--- config.mk ---
export PLATFORM = sky130hd
export DESIGN_NAME = svn_fifo
export DESIGN_NICKNAME = d
export VERILOG_FILES = /design/src/design/svn_fifo.sv
export SDC_FILE = /design/constraint.sdc
export NUM_CORES = 1
export LEC_CHECK = 0
export ABC_AREA = 1
export BUFFER_PORTS_ARGS = -buffer_cell sky130_fd_sc_hd__buf_4
export CAP_MARGIN = 10
export CORE_MARGIN = 1.5
export CORE_UTILIZATION = 44
export CTS_CLUSTER_DIAMETER = 150
export CTS_CLUSTER_SIZE = 40
export DETAILED_ROUTE_END_ITERATION = 16
export PLACE_DENSITY = 0.77
export SLEW_MARGIN = 20
export SYNTH_ARGS = -nofsm -noshare
export SYNTH_HDL_FRONTEND = slang
export SYNTH_SLANG_ARGS = --single-unit
--- constraint.sdc ---
create_clock -name clk -period 1.37 [get_ports clk]
set_input_delay 0.2055 -clock clk [delete_from_list [all_inputs] [get_ports clk]]
set_output_delay 0.2055 -clock clk [all_outputs]
set_load 0.01 [all_outputs]
--- src/design/svn_fifo.sv ---
`timescale 1ns / 1ps

module svn_fifo #(
	parameter int WIDTH = 8,
	parameter int DEPTH = 2
) (
	input  logic             clk,
	input  logic             arst_n,
	input  logic             wr,
	input  logic [WIDTH-1:0] wdata,
	output logic             full,
	input  logic             rd,
	output logic [WIDTH-1:0] rdata,
	output logic             empty
);

	localparam int AW = (DEPTH > 1) ? $clog2(DEPTH) : 1;
	localparam int CW = $clog2(DEPTH + 1);

	logic [WIDTH-1:0] mem_q [DEPTH];
	logic [AW-1:0]    wptr_q;
	logic [AW-1:0]    rptr_q;
	logic [CW-1:0]    cnt_q;
	logic             do_wr;
	logic             do_rd;

	assign full  = (cnt_q == CW'(DEPTH));
	assign empty = (cnt_q == '0);
	assign do_wr = wr && !full;
	assign do_rd = rd && !empty;
	assign rdata = mem_q[rptr_q];

	// Advance pointers and occupancy
	always_ff @(posedge clk or negedge arst_n) begin
		if (!arst_n) begin
			wptr_q <= '0;
			rptr_q <= '0;
			cnt_q  <= '0;
		end else begin
			if (do_wr) begin
				wptr_q <= (wptr_q == AW'(DEPTH - 1)) ? '0 : wptr_q + AW'(1);
			end
			if (do_rd) begin
				rptr_q <= (rptr_q == AW'(DEPTH - 1)) ? '0 : rptr_q + AW'(1);
			end
			if (do_wr && !do_rd) begin
				cnt_q <= cnt_q + CW'(1);
			end else if (do_rd && !do_wr) begin
				cnt_q <= cnt_q - CW'(1);
			end
		end
	end

	// Hold the stored items
	always_ff @(posedge clk) begin
		if (do_wr) begin
			mem_q[wptr_q] <= wdata;
		end
	end

endmodule

==> metrics.yaml <==
floorplan:
  start_util: 0.469
  pin_count: 22
  die_h_um: 45.9
  num_rows: 15
  die_area_sq_um: 2110
  die_x_um: 45.9
  core_sq_um: 1730
global_routing:
  grt_start_max_net_pins: 12
  antenna_found_initial: 0
  track_usage: 0.171
  grt_pass1_wl_um: 2380
  grt_pass1_vias: 564
  grt_overflow_total: 0
final_layout:
  final_core_util: 0.655
  num_antenna_cells: 0
  nNetsFinal: 118
  drive_above_1_share: 0.375
  final_area_sq_um: 1130
  area_growth_pct: 39.7
logic_synthesis:
  yosysMostFrequentCell: "nand2_1"
  syn_area_sq_um: 810
  syn_nets: 86
  synthCells: 73
  ys_types: 14
  synth_edf_count: 16
  yosysTopAreaCell: "edfxtp_1"
  synth_async_sr_flop_share: 0.200
  yosysSeqAreaShare: 0.717
  synth_area_leaders: "edfxtp_1 59%, nand2_1 15%, dfrtp_1 12%"
  synth-main-ff-cell: "edfxtp_1"
  synth_top_area_share: 0.594
  yosys_warnings: 0
  synthTopCellsByCount: "33 x nand2_1, 16 x edfxtp_1, 7 x inv_1"
  syn-mean-instance-area_sq_um: 11.1
  synth-seq-cells: 20
min_path:
  hold_depth: 1
  min_to: "mem_q[1][3]$_DFFE_PP_"
  min-delay-start: "wdata[3]"
  hp-class: "input pin to flop"
place:
  io_buffers: 21
  post_dp_cell_area_sq_um: 1030
  hpwl_um: 1100
  place_congestion: 0.732
  pre_cts_ws_ns: -0.0318
timing:
  finalSetupViolations: 0
  slew_headroom: 0.849
  setup_ws_ns: 0.0215
  fmax_mhz: 742
  timing.final.crit_share: 0.984
  timing.hold.ws_ns: 0.0801
  rsz0062_at_grt: "true"
  maxSlewViolCount: 0
  tightestPinTransition_ns: 0.224
  finClkSkew_ns: 0.00117
  period_needed_ns: 1.35
  finalHoldViolations: 0
setup_path:
  critical_path_class: "flop to output port"
  cp_max_fo: 5
  worstSetupStartpointType: "flop"
  r2r_slack_ns: 0.09
  r2r_cells: 6
  critPathRequiredTime_ns: 1.16
  r2r_start: "cnt_q[1]$_DFFE_PN0P_"
  critPathArrivalTime_ns: 1.14
  reg2reg_to: "mem_q[0][5]$_DFFE_PP_"
  end_kind: "output port"
pwr:
  power_leakage_nw: 0.522
  ir_worst_vdd_v: 0.00119
  p_per_area_nw_per_um2: 2060
detailed_routing:
  drc: 0
  wl_per_cell_um: 11.3
  wirelength_um: 1460
  num_vias: 580
  wl_met2_um: 792
  ant_nets: 0
  drt-met1-wl_um: 571
  first_pass_iters: 4
  routed-wl-met3_um: 53
  top_layer_used: "met4"
  viasPerCell: 4.50
  drtIter0Drc: 5
clock_network:
  cts.path.max_buffers: 2
  clockRootBuffer: "clkbuf_4"
  cts_max_level: 1
  path_clk_slew_ns: 0.10
  cts_sinks: 20
  insertion_delay_ns: 0.30
  cts_made_buffers: 3
  cts_tree: "built"
job:
  cap_violations: 0
run_status:
  outcome: "finished clean"
-- area by class of cell --
cell class                 count  area (sq um)
clock buffer                   4          36.3
fill                         147           596
inverter                       8          32.5
multi-input combinational     44           220
sequential                    20           583
tap                           25          31.3
timing repair buffer          28           228
-- state kept, by name (all words and copies together), names as in the netlist --
register,flops
cnt_q,2
mem_q,16
rptr_q,1
wptr_q,1
-- worst max-delay path by stage --
stage                                  to  cells after the start                  from  slack [ns]
floorplan           mem_q[1][0]$_DFFE_PP_                      3  cnt_q[1]$_DFFE_PN0P_        0.05
global placement     cnt_q[1]$_DFFE_PN0P_                      6  cnt_q[0]$_DFFE_PN0P_        0.08
detailed placement   cnt_q[1]$_DFFE_PN0P_                      6  cnt_q[0]$_DFFE_PN0P_       -0.03
CTS                              rdata[5]                      4    rptr_q$_DFFE_PN0P_       0.005
global route                     rdata[6]                      4    rptr_q$_DFFE_PN0P_       -0.04
finish                           rdata[5]                      4    rptr_q$_DFFE_PN0P_        0.02
-- placed cells by master (no fill, tap or decap), types with 2 or more instances in the layout --
cell type   n
inv_1       6
clkbuf_4    3
nor2_4      2
buf_6       4
nand2_1    33
dfrtp_1     2
edfxtp_1   16
buf_4      23
nor2_1      2
dfrtp_2     2
-- routing by layer --
| metal | vias up | track usage |
|---|---|---|
| met3 | 4 | 0.0476 |
| li1 | 303 | - |
| met2 | 18 | 0.289 |
| met4 | 0 | 0.103 |
| met1 | 255 | 0.189 |
| met5 | - | 0 |
-- cell families after synthesis --
group	count (synthesis)	share of synthesized area
AND/OR/NAND/NOR	40	0.201
flip-flops	20	0.717
buffers and inverters	9	0.0433
AO/OA/AOI/OAI	2	0.0124
XOR/XNOR	1	0.0108
adder cells (fa/ha/maj)	1	0.0155
-- report_power, final --
part / switching, mW / leakage [nW] / internal (mW) / total, mW
Sequential: 0.118 / 0.195 / 0.850 / 0.968
Combinational: 0.520 / 0.306 / 0.509 / 1.03
Clock: 0.170 / 0.0210 / 0.162 / 0.333
-- through the flow --
stage	total power, mW	std cells	setup TNS [ns]
after floorplan	1.43	73	0
after global placement	1.83	123	0
after detailed placement	1.88	123	-0.0318
after CTS	2.28	129	0
after global routing	2.51	129	-0.230
final	2.33	129	0
-- timing repair --
| item | CTS | global route |
|---|---|---|
| hold buffers | 1 | 0 |
| pin swaps | 0 | 3 |
| gates resized for setup | 6 | 7 |
| setup buffers | 1 | 0 |
| endpoints found under the hold margin | 4 | 0 |
| endpoints found under the setup margin | 9 | 14 |
-- critical path, stage by stage, from the launching register on --
cell,delay [ns]
dfrtp_2,0.46
buf_6,0.14
nand2_1,0.05
nand2_1,0.05
buf_4,0.13
(Power assumes the default switching activity.)
