<file path="src/design/svn_pkg.sv">
`timescale 1ns / 1ps

package svn_pkg;

	// Item kinds as they arrive on the input side
	typedef enum logic [1:0] {
		KIND_CLEAR = 2'd0,
		KIND_LOAD  = 2'd1,
		KIND_TRI   = 2'd2,
		KIND_READ  = 2'd3
	} kind_t;

	// Result status codes
	typedef enum logic [2:0] {
		STS_OK     = 3'd0,
		STS_DEGEN  = 3'd1,
		STS_SKIP   = 3'd2,
		STS_FULL   = 3'd3,
		STS_BADIDX = 3'd4,
		STS_NOGEO  = 3'd5
	} status_t;

	// Work for the back end, decided by the front end
	typedef enum logic [1:0] {
		OP_REPORT = 2'd0,
		OP_LOAD   = 2'd1,
		OP_TRI    = 2'd2,
		OP_READ   = 2'd3
	} op_t;

	localparam int IDX_W     = 16;
	localparam int POS_MAX_W = 32;
	localparam int VIDX_W    = 10;
	localparam int NORM_W    = 16;
	localparam int ACC_W     = 64;

	localparam logic signed [NORM_W-1:0] NORM_ONE = 16'sd32767;

	typedef struct packed {
		op_t                   op;
		status_t               status;
		logic [VIDX_W-1:0]     vidx;
		logic [IDX_W-1:0]      ca;
		logic [IDX_W-1:0]      cb;
		logic [IDX_W-1:0]      cc;
		logic [POS_MAX_W-1:0]  px;
		logic [POS_MAX_W-1:0]  py;
		logic [POS_MAX_W-1:0]  pz;
	} cmd_t;

	typedef struct packed {
		status_t               status;
		logic [VIDX_W-1:0]     vidx;
		logic [NORM_W-1:0]     nx;
		logic [NORM_W-1:0]     ny;
		logic [NORM_W-1:0]     nz;
	} res_t;

	// Saturating 64-bit signed add
	function automatic logic signed [ACC_W-1:0] sat_add(
		input logic signed [ACC_W-1:0] a,
		input logic signed [ACC_W-1:0] b
	);
		logic signed [ACC_W:0] s;
		s = {a[ACC_W-1], a} + {b[ACC_W-1], b};
		if (s[ACC_W] != s[ACC_W-1]) begin
			return s[ACC_W] ? {1'b1, {(ACC_W-1){1'b0}}} : {1'b0, {(ACC_W-1){1'b1}}};
		end
		return s[ACC_W-1:0];
	endfunction

endpackage

</file>
<file path="src/design/svn_front.sv">
`timescale 1ns / 1ps

module svn_front #(
	parameter int VERTEX_DEPTH  = 1024,
	parameter int POSITION_BITS = 24
) (
	input  logic                            clk,
	input  logic                            arst_n,
	input  logic                            push,
	output logic                            full,
	input  logic [1:0]                      kind,
	input  logic signed [POSITION_BITS-1:0] pos_x,
	input  logic signed [POSITION_BITS-1:0] pos_y,
	input  logic signed [POSITION_BITS-1:0] pos_z,
	input  logic [15:0]                     corner_a,
	input  logic [15:0]                     corner_b,
	input  logic [15:0]                     corner_c,
	input  logic                            cmd_full,
	output logic                            cmd_push,
	output svn_pkg::cmd_t                   cmd
);

	localparam int CW   = $clog2(VERTEX_DEPTH + 1);
	localparam int CMPW = svn_pkg::IDX_W + 1;

	logic [CW-1:0]   count_q;
	logic            seen_q;
	logic            accept;
	logic [CMPW-1:0] cnt_ext;
	logic            store_full;
	logic            tri_bad;
	logic            read_bad;

	assign full     = cmd_full;
	assign accept   = push && !cmd_full;
	assign cmd_push = accept;

	assign cnt_ext    = CMPW'(count_q);
	assign store_full = (count_q == CW'(VERTEX_DEPTH));
	assign tri_bad    = (CMPW'(corner_a) >= cnt_ext) || (CMPW'(corner_b) >= cnt_ext)
		|| (CMPW'(corner_c) >= cnt_ext);
	assign read_bad   = (CMPW'(corner_a) >= cnt_ext);

	// Classify the item and settle trivial results here
	always_comb begin
		cmd        = '0;
		cmd.op     = svn_pkg::OP_REPORT;
		cmd.status = svn_pkg::STS_OK;
		cmd.ca     = corner_a;
		cmd.cb     = corner_b;
		cmd.cc     = corner_c;
		cmd.px     = svn_pkg::POS_MAX_W'(pos_x);
		cmd.py     = svn_pkg::POS_MAX_W'(pos_y);
		cmd.pz     = svn_pkg::POS_MAX_W'(pos_z);
		unique case (svn_pkg::kind_t'(kind))
			svn_pkg::KIND_CLEAR: begin
				cmd.op = svn_pkg::OP_REPORT;
			end
			svn_pkg::KIND_LOAD: begin
				if (store_full) begin
					cmd.status = svn_pkg::STS_FULL;
				end else begin
					cmd.op   = svn_pkg::OP_LOAD;
					cmd.ca   = svn_pkg::IDX_W'(count_q);
					cmd.vidx = svn_pkg::VIDX_W'(count_q);
				end
			end
			svn_pkg::KIND_TRI: begin
				if (tri_bad) begin
					cmd.status = svn_pkg::STS_SKIP;
				end else begin
					cmd.op = svn_pkg::OP_TRI;
				end
			end
			svn_pkg::KIND_READ: begin
				cmd.vidx = corner_a[svn_pkg::VIDX_W-1:0];
				if (count_q == '0 || !seen_q) begin
					cmd.status = svn_pkg::STS_NOGEO;
				end else if (read_bad) begin
					cmd.status = svn_pkg::STS_BADIDX;
				end else begin
					cmd.op = svn_pkg::OP_READ;
				end
			end
			default: begin
				cmd.op = svn_pkg::OP_REPORT;
			end
		endcase
	end

	// Track vertex count and whether a triangle came since the last clear
	always_ff @(posedge clk or negedge arst_n) begin
		if (!arst_n) begin
			count_q <= '0;
			seen_q  <= 1'b0;
		end else if (accept) begin
			unique case (svn_pkg::kind_t'(kind))
				svn_pkg::KIND_CLEAR: begin
					count_q <= '0;
					seen_q  <= 1'b0;
				end
				svn_pkg::KIND_LOAD: begin
					if (!store_full) begin
						count_q <= count_q + CW'(1);
					end
				end
				svn_pkg::KIND_TRI: begin
					seen_q <= 1'b1;
				end
				default: begin
					seen_q <= seen_q;
				end
			endcase
		end
	end

endmodule

</file>
<file path="config.mk">
export PLATFORM = sky130hd
export DESIGN_NAME = svn_front
export DESIGN_NICKNAME = d
export VERILOG_FILES = /design/src/design/svn_pkg.sv /design/src/design/svn_front.sv
export SDC_FILE = /design/constraint.sdc
export NUM_CORES = 1
export LEC_CHECK = 0
export ABC_AREA = 1
export BUFFER_PORTS_ARGS = -buffer_cell sky130_fd_sc_hd__buf_2
export CAP_MARGIN = 20
export CORE_AREA = 8 8 105 107
export DETAILED_ROUTE_END_ITERATION = 6
export DIE_AREA = 0 0 113 115
export PLACE_DENSITY = 0.72
export SETUP_SLACK_MARGIN = 0.05
export SLEW_MARGIN = 40
export SYNTH_ARGS = -nofsm -noshare
export SYNTH_HDL_FRONTEND = slang
export SYNTH_SLANG_ARGS = --single-unit
</file>
<file path="constraint.sdc">
create_clock -name clk -period 5.27 [get_ports clk]
set_input_delay 0.527 -clock clk [delete_from_list [all_inputs] [get_ports clk]]
set_output_delay 0.527 -clock clk [all_outputs]
set_load 0.1 [all_outputs]
</file>
==> reports/qor.yml, run 1 <==
status:
  outcome: "completed"
setup_path:
  critPathTopFamily: "simple AND/OR/NAND/NOR gates"
  end_kind: "output port"
  path_max_fanout: 8
  path_buf_inv: 2
  cp.required_ps: 4740
  cp.arrival_ps: 2690
  critical_path_class: "reg2out"
  crit_path_cell_trace: "inv_1 > ha_1 > a21oi_1 > nand3_1 > nor2_1 > nor2_1 > nor2_1 > nand4_1 > nand2_1 > buf_2"
  crit_top_cell: "nor2_1"
  cpPeakStageDelay_ps: 420
  cp-start-kind: "flip-flop"
  worst_path_max_delay_cell: "buf_2"
timing:
  post-route-period-util: 0.6107
  drv_slew: 0
  tightest_slew_ps: 529.9
  period_needed_ps: 3218
  tns_ps: 0
  fin_worst_skew_ps: 1.890
  setup_viol_count_final: 0
  max_freq_mhz: 310.7
  finalHoldViolations: 0
  rsz0062_at_grt: "no"
  slew_headroom: 0.6492
floorplanning:
  die_y_um: 115
  io_pins: 287
  start_util: 0.3151
  die_area_um2: 13000
  rows: 36
  die_w_um: 113
  fp.coreArea_um2: 9459
logic_synthesis:
  ys_types: 25
  synth_nets: 616
  synth_largest_area_cell: "buf_4"
  ys.warnings.count: 0
  synth_cells: 455
  synth.avg_cell_area_um2: 6.550
  synth.area.top_cells: "buf_4 32%, ha_1 15%, nand2_1 13%, dfrtp_1 10%, inv_1 4.7%"
  yosysTopAreaCellShare: 0.3249
  synthesis.area_um2: 2980
  yosysSeqAreaShare: 0.1008
  ys_seq_elements: 12
clock_tree:
  post_cts_resized: 0
  clk_pin_slew_ps: 50
  clock_path_buffers: 2
  root_buffer: "clkbuf_8"
  ctsHoldBuffers: 0
  htree_levels: 1
  tritoncts: "done"
  cts_inserted_buffers: 3
  cts.sinks: 12
  cts_setup_buffers: 0
  clk_latency_ps: 240
grt:
  grt_max_degree: 20
  grt_pass1_vias: 2399
  grt_overflow_total: 0
  grt_usage: 0.1249
  grt_pass1_wl_mm: 12.94
  antenna_found_initial: 2
detailed_routing:
  viasPerCell: 4.667
  wirelength_mm: 8.879
  drtPass1Iterations: 4
  drc: 0
  vias: 2595
  wl_per_cell_um: 15.97
  antenna_left: 0
  drt_iter0_markers: 118
power_and_ir_drop:
  p_per_area_nw_per_um2: 203.4
  ir_worst_vdd_mv: 0.05861
  p_leak_nw: 1.517
  p_total_uw: 559.7
cells_and_area:
  layout.cells.most_common: "buf_2"
  n_antenna_cell: 0
  final_nets: 605
  mostFrequentLayoutCells: "118 x buf_2, 102 x nand2_1, 37 x inv_1, 35 x ha_1, 30 x nor2_1"
  fillers: 1083
  layout-drive-gt1-share: 0.3077
  syn_to_final_growth_pct: -7.683
placement:
  io_buffers: 118
  routabilityCongestion: 0.8097
  hpwlAfterDp_mm: 7.728
flow_run:
  cap_viol_max_count: 0
worst_hold_path:
  min_path_type: "in2async"
[synthesized netlist by cell type]
| cell | count |
|---|---|
| nand3_1 | 22 |
| o22ai_1 | 1 |
| nor3_2 | 1 |
| buf_2 | 1 |
| a21oi_1 | 12 |
| dfrtp_1 | 12 |
| nand4_2 | 2 |
| nor3_1 | 6 |
| nand2_1 | 102 |
| inv_1 | 37 |
| nand3_2 | 2 |
| nand4_1 | 9 |
| buf_4 | 129 |
| o21ai_1 | 9 |
| nor2_4 | 2 |
| nor3b_1 | 2 |
| clkbuf_1 | 2 |
| a21boi_0 | 4 |
| inv_2 | 6 |
| buf_6 | 2 |
| ha_1 | 35 |
| o21ai_0 | 24 |
| nand2_4 | 2 |
| nor2_1 | 30 |
| xor2_1 | 1 |
[layer usage]
metal	share of wire	up-vias	global-route usage
li1	-	1310	-
met1	0.33	1123	0.1119
met2	0.51	143	0.2333
met3	0.14	15	0.07090
met4	0.020	4	0.03641
met5	0.0029	-	0.01172
[flip-flops by register name, summed over array words and instances (netlist names)]
register	count
seen_q	1
count_q	11
[cell type report]
cell class | instances | area, um2 | share of cell area
clock buffers | 3 | 41.29 | 0.01501
inverters | 43 | 161.4 | 0.05866
multi-input cells | 266 | 1515 | 0.5507
flip-flops and latches | 12 | 300.3 | 0.1091
well taps | 114 | 142.6 | 0.05184
repair buffers | 118 | 590.6 | 0.2146
[cells by family after synthesis]
logic type / count (synthesis) / synth area share
adder cells (fa/ha/maj): 35 / 0.1469
AND/OR/NAND/NOR: 180 / 0.2708
flip-flops: 12 / 0.1008
XOR/XNOR: 1 / 0.002939
buffers and inverters: 177 / 0.3908
AO/OA/AOI/OAI: 50 / 0.08774
[worst register-to-register path, stage by stage, from the launching register on]
cell	delay [ps]
dfrtp_1	500
inv_1	200
ha_1	190
nand4_2	130
nor2_4	160
nand4_2	170
nand2_4	220
inv_2	110
nand3_1	80
o21ai_1	60
[worst paths after layout]
| kind | startpoint | depth (start not counted) | slack [ps] | end |
|---|---|---|---|---|
| worst max-delay path | count_q[7]$_DFFE_PN0P_ | 10 | 2050 | cmd[158] |
| worst min-delay path | arst_n | 1 | 160 | count_q[0]$_DFFE_PN0P_ |
| worst max register to register | count_q[0]$_DFFE_PN0P_ | 9 | 3340 | count_q[1]$_DFFE_PN0P_ |
| worst min register to register | count_q[8]$_DFFE_PN0P_ | 2 | 540 | count_q[8]$_DFFE_PN0P_ |
| max in group asynchronous | arst_n | 1 | 4880 | count_q[6]$_DFFE_PN0P_ |
| min in group clk | count_q[8]$_DFFE_PN0P_ | 2 | 540 | count_q[8]$_DFFE_PN0P_ |
[stage by stage]
| step | setup slack, ps | area, um2 | utilization | hold WS, ps | std cells |
|---|---|---|---|---|---|
| 3_3_place_gp | 2336 | 2710 | 0.2865 | 429.3 | 553 |
| 5_1_grt | 1899 | 2751 | 0.2909 | 177.9 | 556 |
| 4_1_cts | 2077 | 2751 | 0.2909 | 169.8 | 556 |
| 3_5_place_dp | 2339 | 2710 | 0.2865 | 429.2 | 553 |
| 6_report | 2052 | 2751 | 0.2909 | 161.9 | 556 |
| 2_1_floorplan | 1388 | 2980 | - | 231.4 | 455 |
[power breakdown]
group | leakage, nW | total, mW | switching [mW] | internal, mW
clock | 0.0216 | 0.0848 | 0.0343 | 0.0505
combinational | 1.33 | 0.372 | 0.301 | 0.0712
sequential | 0.165 | 0.103 | 0.00657 | 0.0963
total | 1.52 | 0.560 | 0.342 | 0.218
No activity file was read; power rests on OpenSTA's default activity.
==> run 2: changes to the inputs <==
--- a/config.mk
+++ b/config.mk
@@ -8,10 +8,10 @@
 export ABC_AREA = 1
 export BUFFER_PORTS_ARGS = -buffer_cell sky130_fd_sc_hd__buf_2
 export CAP_MARGIN = 20
-export CORE_AREA = 8 8 105 107
+export CORE_AREA = 8 8 106 108
 export DETAILED_ROUTE_END_ITERATION = 6
-export DIE_AREA = 0 0 113 115
-export PLACE_DENSITY = 0.72
+export DIE_AREA = 0 0 114 116
+export PLACE_DENSITY = 0.71
 export SETUP_SLACK_MARGIN = 0.05
 export SLEW_MARGIN = 40
 export SYNTH_ARGS = -nofsm -noshare
==> constraint.sdc (replaced) <==
create_clock -name clk -period 3.2 [get_ports clk]
set_input_delay 0.32 -clock clk [delete_from_list [all_inputs] [get_ports clk]]
set_output_delay 0.32 -clock clk [all_outputs]
set_load 0.1 [all_outputs]
==> run 2 against run 1 <==
Effect of this change: design area grew 1.5%; non-clock buffer count up 2; utilization grew 0.16 points; critical path depth unchanged; sequential cell count unchanged; highest routed layer unchanged.
==> reports/qor.yml, run 2 (same netlist as run 1, synthesis figures left out) <==
floorplanning:
  die_w_um: 114  # +0.88%
  fp.coreArea_um2: 9549  # +0.95%
  die_area_um2: 13220  # +1.8%
  rows: 36  # unchanged
  die_y_um: 116  # +0.87%
  io_pins: 287  # unchanged
  start_util: 0.3121  # -0.002972
worst_hold_path:
  holdPathEnd: "seen_q$_DFFE_PN0P_"
  min_from: "kind[1]"
  min_path_cells: 3
  min_path_type: "in2reg"
setup_path:
  cp-start-kind: "flip-flop"
  critical_path_class: "reg2out"
  r2r-end: "count_q[1]$_DFFE_PN0P_"
  reg2reg_from: "count_q[0]$_DFFE_PN0P_"
  r2r_slack_ps: 1380  # -1960 ps
  cp.required_ps: 2880  # -1860 ps
  path_max_fanout: 8  # unchanged
  end_kind: "output port"
  cp.arrival_ps: 2610  # -80 ps
  r2r_cells: 9  # unchanged
clock_tree:
  cts.sinks: 12  # unchanged
  clk_latency_ps: 250  # about the same
  cts_inserted_buffers: 3  # unchanged
  clk_pin_slew_ps: 60  # about the same
  cts_setup_buffers: 0  # unchanged
  root_buffer: "clkbuf_8"
  htree_levels: 1  # unchanged
  clock_path_buffers: 2  # unchanged
  tritoncts: "done"
detailed_routing:
  wirelength_mm: 8.706  # -1.9%
  top_layer: "met5"
  wl_per_cell_um: 15.09  # -5.5%
  drt_iter0_markers: 147  # +25%
  wl_met3_mm: 1.049  # -14%
  drtPass1Iterations: 4  # unchanged
  viasPerCell: 4.615  # -1.1%
  antenna_left: 0  # unchanged
  vias: 2663  # +2.6%
  drc: 0  # unchanged
  wl_met2_mm: 4.538  # +1.2%
  met1_length_mm: 3.017  # +1.8%
grt:
  grt_usage: 0.1232  # -0.001629
  antenna_found_initial: 1  # -1
  grt_pass1_wl_mm: 13.12  # +1.4%
  grt_max_degree: 19  # -5.0%
  grt_pass1_vias: 2518  # +5.0%
  grt_overflow_total: 0  # unchanged
cells_and_area:
  largest_reg_flops: 11  # unchanged
  mostFrequentLayoutCells: "118 x buf_2, 102 x nand2_1, 37 x inv_1, 35 x ha_1, 30 x nor2_1"
  fin_area_um2: 2793  # +1.5%
  top_register: "count_q"
  final_nets: 607  # +0.33%
  postLayoutCoreUtil: 0.2925  # +0.001580
  multiInputGateArea_um2: 1515  # unchanged
  top_regs: "count_q (11), seen_q (1)"
  regArea_um2: 300.3  # unchanged
  n_antenna_cell: 0  # unchanged
  syn_to_final_growth_pct: -6.297
  layout-drive-gt1-share: 0.3086  # +0.0008663
  layout.cells.most_common: "buf_2"
  fillers: 1104  # +1.9%
timing:
  tightest_slew_ps: 617.3  # +87.43 ps
  finalHoldViolations: 0  # unchanged
  slew_headroom: 0.5880  # -0.06117
  setup_viol_count_final: 0  # unchanged
  post-route-period-util: 0.9144
  period_needed_ps: 2926
  rsz0062_at_grt: "no"
  drv_slew: 0  # unchanged
  fin_worst_skew_ps: 7.416  # +5.525 ps
  finalWorstSetupSlack_ps: 273.9  # -1778 ps
  max_freq_mhz: 341.8
placement:
  io_buffers: 118  # unchanged
  hpwlAfterDp_mm: 7.509  # -2.8%
  place_ws_ps: 561.2  # -1778 ps
  routabilityCongestion: 0.7914  # -2.3%
  placed_cell_area_um2: 2741  # +1.2%
status:
  outcome: "completed"
power_and_ir_drop:
  p_total_uw: 922.8  # +65%
  ir_worst_vdd_mv: 0.1013  # +73%
  p_leak_nw: 1.523  # +0.38%
  p_per_area_nw_per_um2: 330.4  # +62%
flow_run:
  cap_viol_max_count: 0  # unchanged
-- run 2: cell types whose count changed in the layout (fill, tap and decap cells not counted), sizes merged --
cell and delta:
buf +1, dlygate4sd3 +1
-- run 2: worst max path at each step --
| stage | startpoint | endpoint | slack (ps) | depth (start not counted) |
|---|---|---|---|---|
| after floorplan | count_q[0]$_DFFE_PN0P_ | cmd[128] | -480 | 8 |
| after global placement | count_q[7]$_DFFE_PN0P_ | cmd[157] | 560 | 10 |
| after detailed placement | count_q[7]$_DFFE_PN0P_ | cmd[157] | 560 | 10 |
| after CTS | count_q[7]$_DFFE_PN0P_ | cmd[157] | 280 | 10 |
| after global routing | count_q[7]$_DFFE_PN0P_ | cmd[157] | 60 | 10 |
| final | count_q[7]$_DFFE_PN0P_ | cmd[157] | 270 | 10 |
-- run 2: routing by layer --
| layer | vias to the layer above | GRT usage |
|---|---|---|
| met5 | - | 0 |
| met4 | 2 | 0.02662 |
| met2 | 130 | 0.2405 |
| met1 | 1182 | 0.1158 |
| met3 | 25 | 0.05419 |
| li1 | 1324 | - |
-- run 2: power breakdown --
part           internal [mW]  switching, mW  leakage, nW
Clock                 0.0831         0.0580       0.0216
Sequential             0.159        0.00960        0.165
Combinational          0.119          0.494         1.34
-- run 2: stage by stage --
| stage | instances | hold WS, ps | setup TNS, ps |
|---|---|---|---|
| 6_report | 577 | 396.7 | 0 |
| 5_1_grt | 577 | 426.2 | 0 |
| 4_1_cts | 577 | 397.9 | 0 |
| 3_5_place_dp | 573 | 225.1 | 0 |
| 3_3_place_gp | 573 | 223.6 | 0 |
| 2_1_floorplan | 455 | 24.41 | -3597 |
-- run 2: timing repair --
action | CTS | global route
gates resized for setup | 0 | 0
hold buffers | 1 | 0
hold endpoints to repair | 12 | 0
-- run 2: layout make-up --
type                    instances  share of cell area
clock buffers                   3             0.01478
inverters                      43             0.05780
multi-input cells             266              0.5426
flip-flops and latches         12              0.1075
well taps                     133             0.05959
repair buffers                120              0.2177
-- run 2: critical path, cell delays in order (launching register included) --
cell and delay [ps]:
dfrtp_1 410, inv_1 280, ha_1 310, a21oi_1 210, nand3_1 100, nor2_1 90
nor2_1 60, nor2_1 210, nand4_1 150, nand2_1 100, buf_2 430
==> run 3: changes to the inputs <==
--- a/config.mk
+++ b/config.mk
@@ -11,7 +11,8 @@
 export CORE_AREA = 8 8 106 108
 export DETAILED_ROUTE_END_ITERATION = 6
 export DIE_AREA = 0 0 114 116
-export PLACE_DENSITY = 0.71
+export HOLD_SLACK_MARGIN = 0.03
+export PLACE_DENSITY = 0.74
 export SETUP_SLACK_MARGIN = 0.05
 export SLEW_MARGIN = 40
 export SYNTH_ARGS = -nofsm -noshare
==> run 3 against run 2 <==
Effect of this change: sequential share of layout area stayed put; count of clock-buffer cells in the layout stayed put; critical endpoint unchanged; design area stayed put.
==> reports/qor.yml, run 3 (same netlist as run 1, synthesis figures left out) <==
status:
  outcome: "completed"
placement:
  hpwlAfterDp_mm: 7.443  # -0.89%
  placed_cells: 573  # unchanged
  routabilityCongestion: 0.8463  # +6.9%
  place_ws_ps: 557.5  # -3.726 ps
  io_buffers: 118  # unchanged
  placed_cell_area_um2: 2741  # unchanged
cells_and_area:
  syn_to_final_growth_pct: -6.297  # unchanged
  top_register: "count_q"
  mostFrequentLayoutCells: "118 x buf_2, 102 x nand2_1, 37 x inv_1, 35 x ha_1, 30 x nor2_1"
  fin_area_um2: 2793  # unchanged
  regArea_um2: 300.3  # unchanged
  final_nets: 607  # unchanged
  layout-drive-gt1-share: 0.3086  # unchanged
  fillers: 1102  # -0.18%
  n_antenna_cell: 0  # unchanged
  postLayoutCoreUtil: 0.2925  # unchanged
  top_regs: "count_q (11), seen_q (1)"
  final_cells: 577  # unchanged
  multiInputGateArea_um2: 1515  # unchanged
  largest_reg_flops: 11  # unchanged
  layout.cells.most_common: "buf_2"
grt:
  grt_overflow_total: 0  # unchanged
  grt_pass1_vias: 2504  # -0.56%
  grt_usage: 0.1263  # +0.003054
  antenna_found_initial: 0  # -1
  grt_max_degree: 19  # unchanged
  grt_pass1_wl_mm: 13.34  # +1.6%
detailed_routing:
  vias: 2593  # -2.6%
  drtPass1Iterations: 4  # unchanged
  drc: 0  # unchanged
  antenna_left: 0  # unchanged
  wirelength_mm: 8.871  # +1.9%
  viasPerCell: 4.494  # -2.6%
  drt_iter0_markers: 145  # -1.4%
  wl_per_cell_um: 15.37  # +1.9%
timing:
  rsz0062_at_grt: "no"
  period_needed_ps: 2902  # -24.15 ps
  finalHoldViolations: 0  # unchanged
  whs_ps: 407.0  # +10.26 ps
  setup_viol_count_final: 0  # unchanged
  post-route-period-util: 0.9068  # -0.007546
  max_freq_mhz: 344.6  # +0.83%
  drv_slew: 0  # unchanged
  fin_worst_skew_ps: 2.157  # -5.258 ps
  finalWorstSetupSlack_ps: 298.1  # +24.15 ps
  tightest_slew_ps: 601.7  # -15.60 ps
  slew_headroom: 0.5984  # +0.01041
setup_path:
  cp.required_ps: 2880  # about the same
  crit_path_cell_trace: "inv_1 > ha_1 > a21oi_1 > nand3_1 > nor2_1 > nor2_1 > nor2_1 > nand4_1 > nand2_1 > buf_2"
  cp-start-kind: "flip-flop"
  cp.arrival_ps: 2580  # -30 ps
  path_buf_inv: 2  # unchanged
  end_kind: "output port"
  critical_path_class: "reg2out"
  path_max_fanout: 8  # unchanged
  cpPeakStageDelay_ps: 430  # about the same
  critPathTopFamily: "simple AND/OR/NAND/NOR gates"
  worst_path_max_delay_cell: "buf_2"
  crit_top_cell: "nor2_1"
clock_tree:
  cts_setup_buffers: 0  # unchanged
  htree_levels: 1  # unchanged
  post_cts_resized: 0  # unchanged
  clock_path_buffers: 2  # unchanged
  cts_inserted_buffers: 3  # unchanged
  cts.sinks: 12  # unchanged
  ctsHoldBuffers: 1  # unchanged
  root_buffer: "clkbuf_8"
  clk_pin_slew_ps: 50  # about the same
  tritoncts: "done"
  clk_latency_ps: 240  # about the same
worst_hold_path:
  min_path_type: "in2reg"
power_and_ir_drop:
  p_leak_nw: 1.523  # unchanged
  ir_worst_vdd_mv: 0.1176  # +16%
  p_per_area_nw_per_um2: 331.5  # +0.31%
floorplanning:
  start_util: 0.3121  # unchanged
  fp.coreArea_um2: 9549  # unchanged
  die_w_um: 114  # unchanged
  die_y_um: 116  # unchanged
  rows: 36  # unchanged
  die_area_um2: 13220  # unchanged
  io_pins: 287  # unchanged
flow_run:
  cap_viol_max_count: 0  # unchanged
[run 3: cell counts in the layout (fill, tap and decap cells not counted)]
Identical to the previous run, type by type.
[run 3: per-layer routing]
layer / share of wire / track usage / vias up
met5: 0 / 0 / -
met4: 0.019 / 0.04259 / 0
met3: 0.11 / 0.04950 / 25
met2: 0.53 / 0.2409 / 126
met1: 0.34 / 0.1212 / 1124
li1: - / - / 1318
[run 3: cell type report]
type / count / share of cell area
repair buffers: 120 / 0.2177
multi-input cells: 266 / 0.5426
flip-flops and latches: 12 / 0.1075
clock buffers: 3 / 0.01478
well taps: 133 / 0.05959
inverters: 43 / 0.05780
[run 3: worst paths after layout]
check	start	end	slack, ps	cells past startpoint
worst max-delay path	count_q[7]$_DFFE_PN0P_	cmd[157]	300	10
worst min-delay path	kind[1]	seen_q$_DFFE_PN0P_	410	3
worst max register to register	count_q[0]$_DFFE_PN0P_	count_q[0]$_DFFE_PN0P_	1320	9
worst min register to register	count_q[7]$_DFFE_PN0P_	count_q[7]$_DFFE_PN0P_	550	2
max in group asynchronous	arst_n	count_q[7]$_DFFE_PN0P_	2460	2
min in group asynchronous	arst_n	count_q[10]$_DFFE_PN0P_	510	2
[run 3: tightest hold or removal path, delay by kind of cell]
kind,cells,cell delay [ps]
compound gates,1,80
buf+inv,2,210
[run 3: power breakdown]
part | switching [mW] | leakage [nW] | total, mW | internal [mW]
combinational | 0.496 | 1.34 | 0.615 | 0.119
clock | 0.0590 | 0.0216 | 0.142 | 0.0833
sequential | 0.00995 | 0.165 | 0.169 | 0.159
total | 0.565 | 1.52 | 0.926 | 0.361
[run 3: metrics by stage]
step | TNS [ps] | power [mW]
finish | 0 | 0.9257
global route | 0 | 0.9784
CTS | 0 | 0.9362
detailed placement | 0 | 0.7880
global placement | 0 | 0.7850
floorplan | -3597 | 1.250
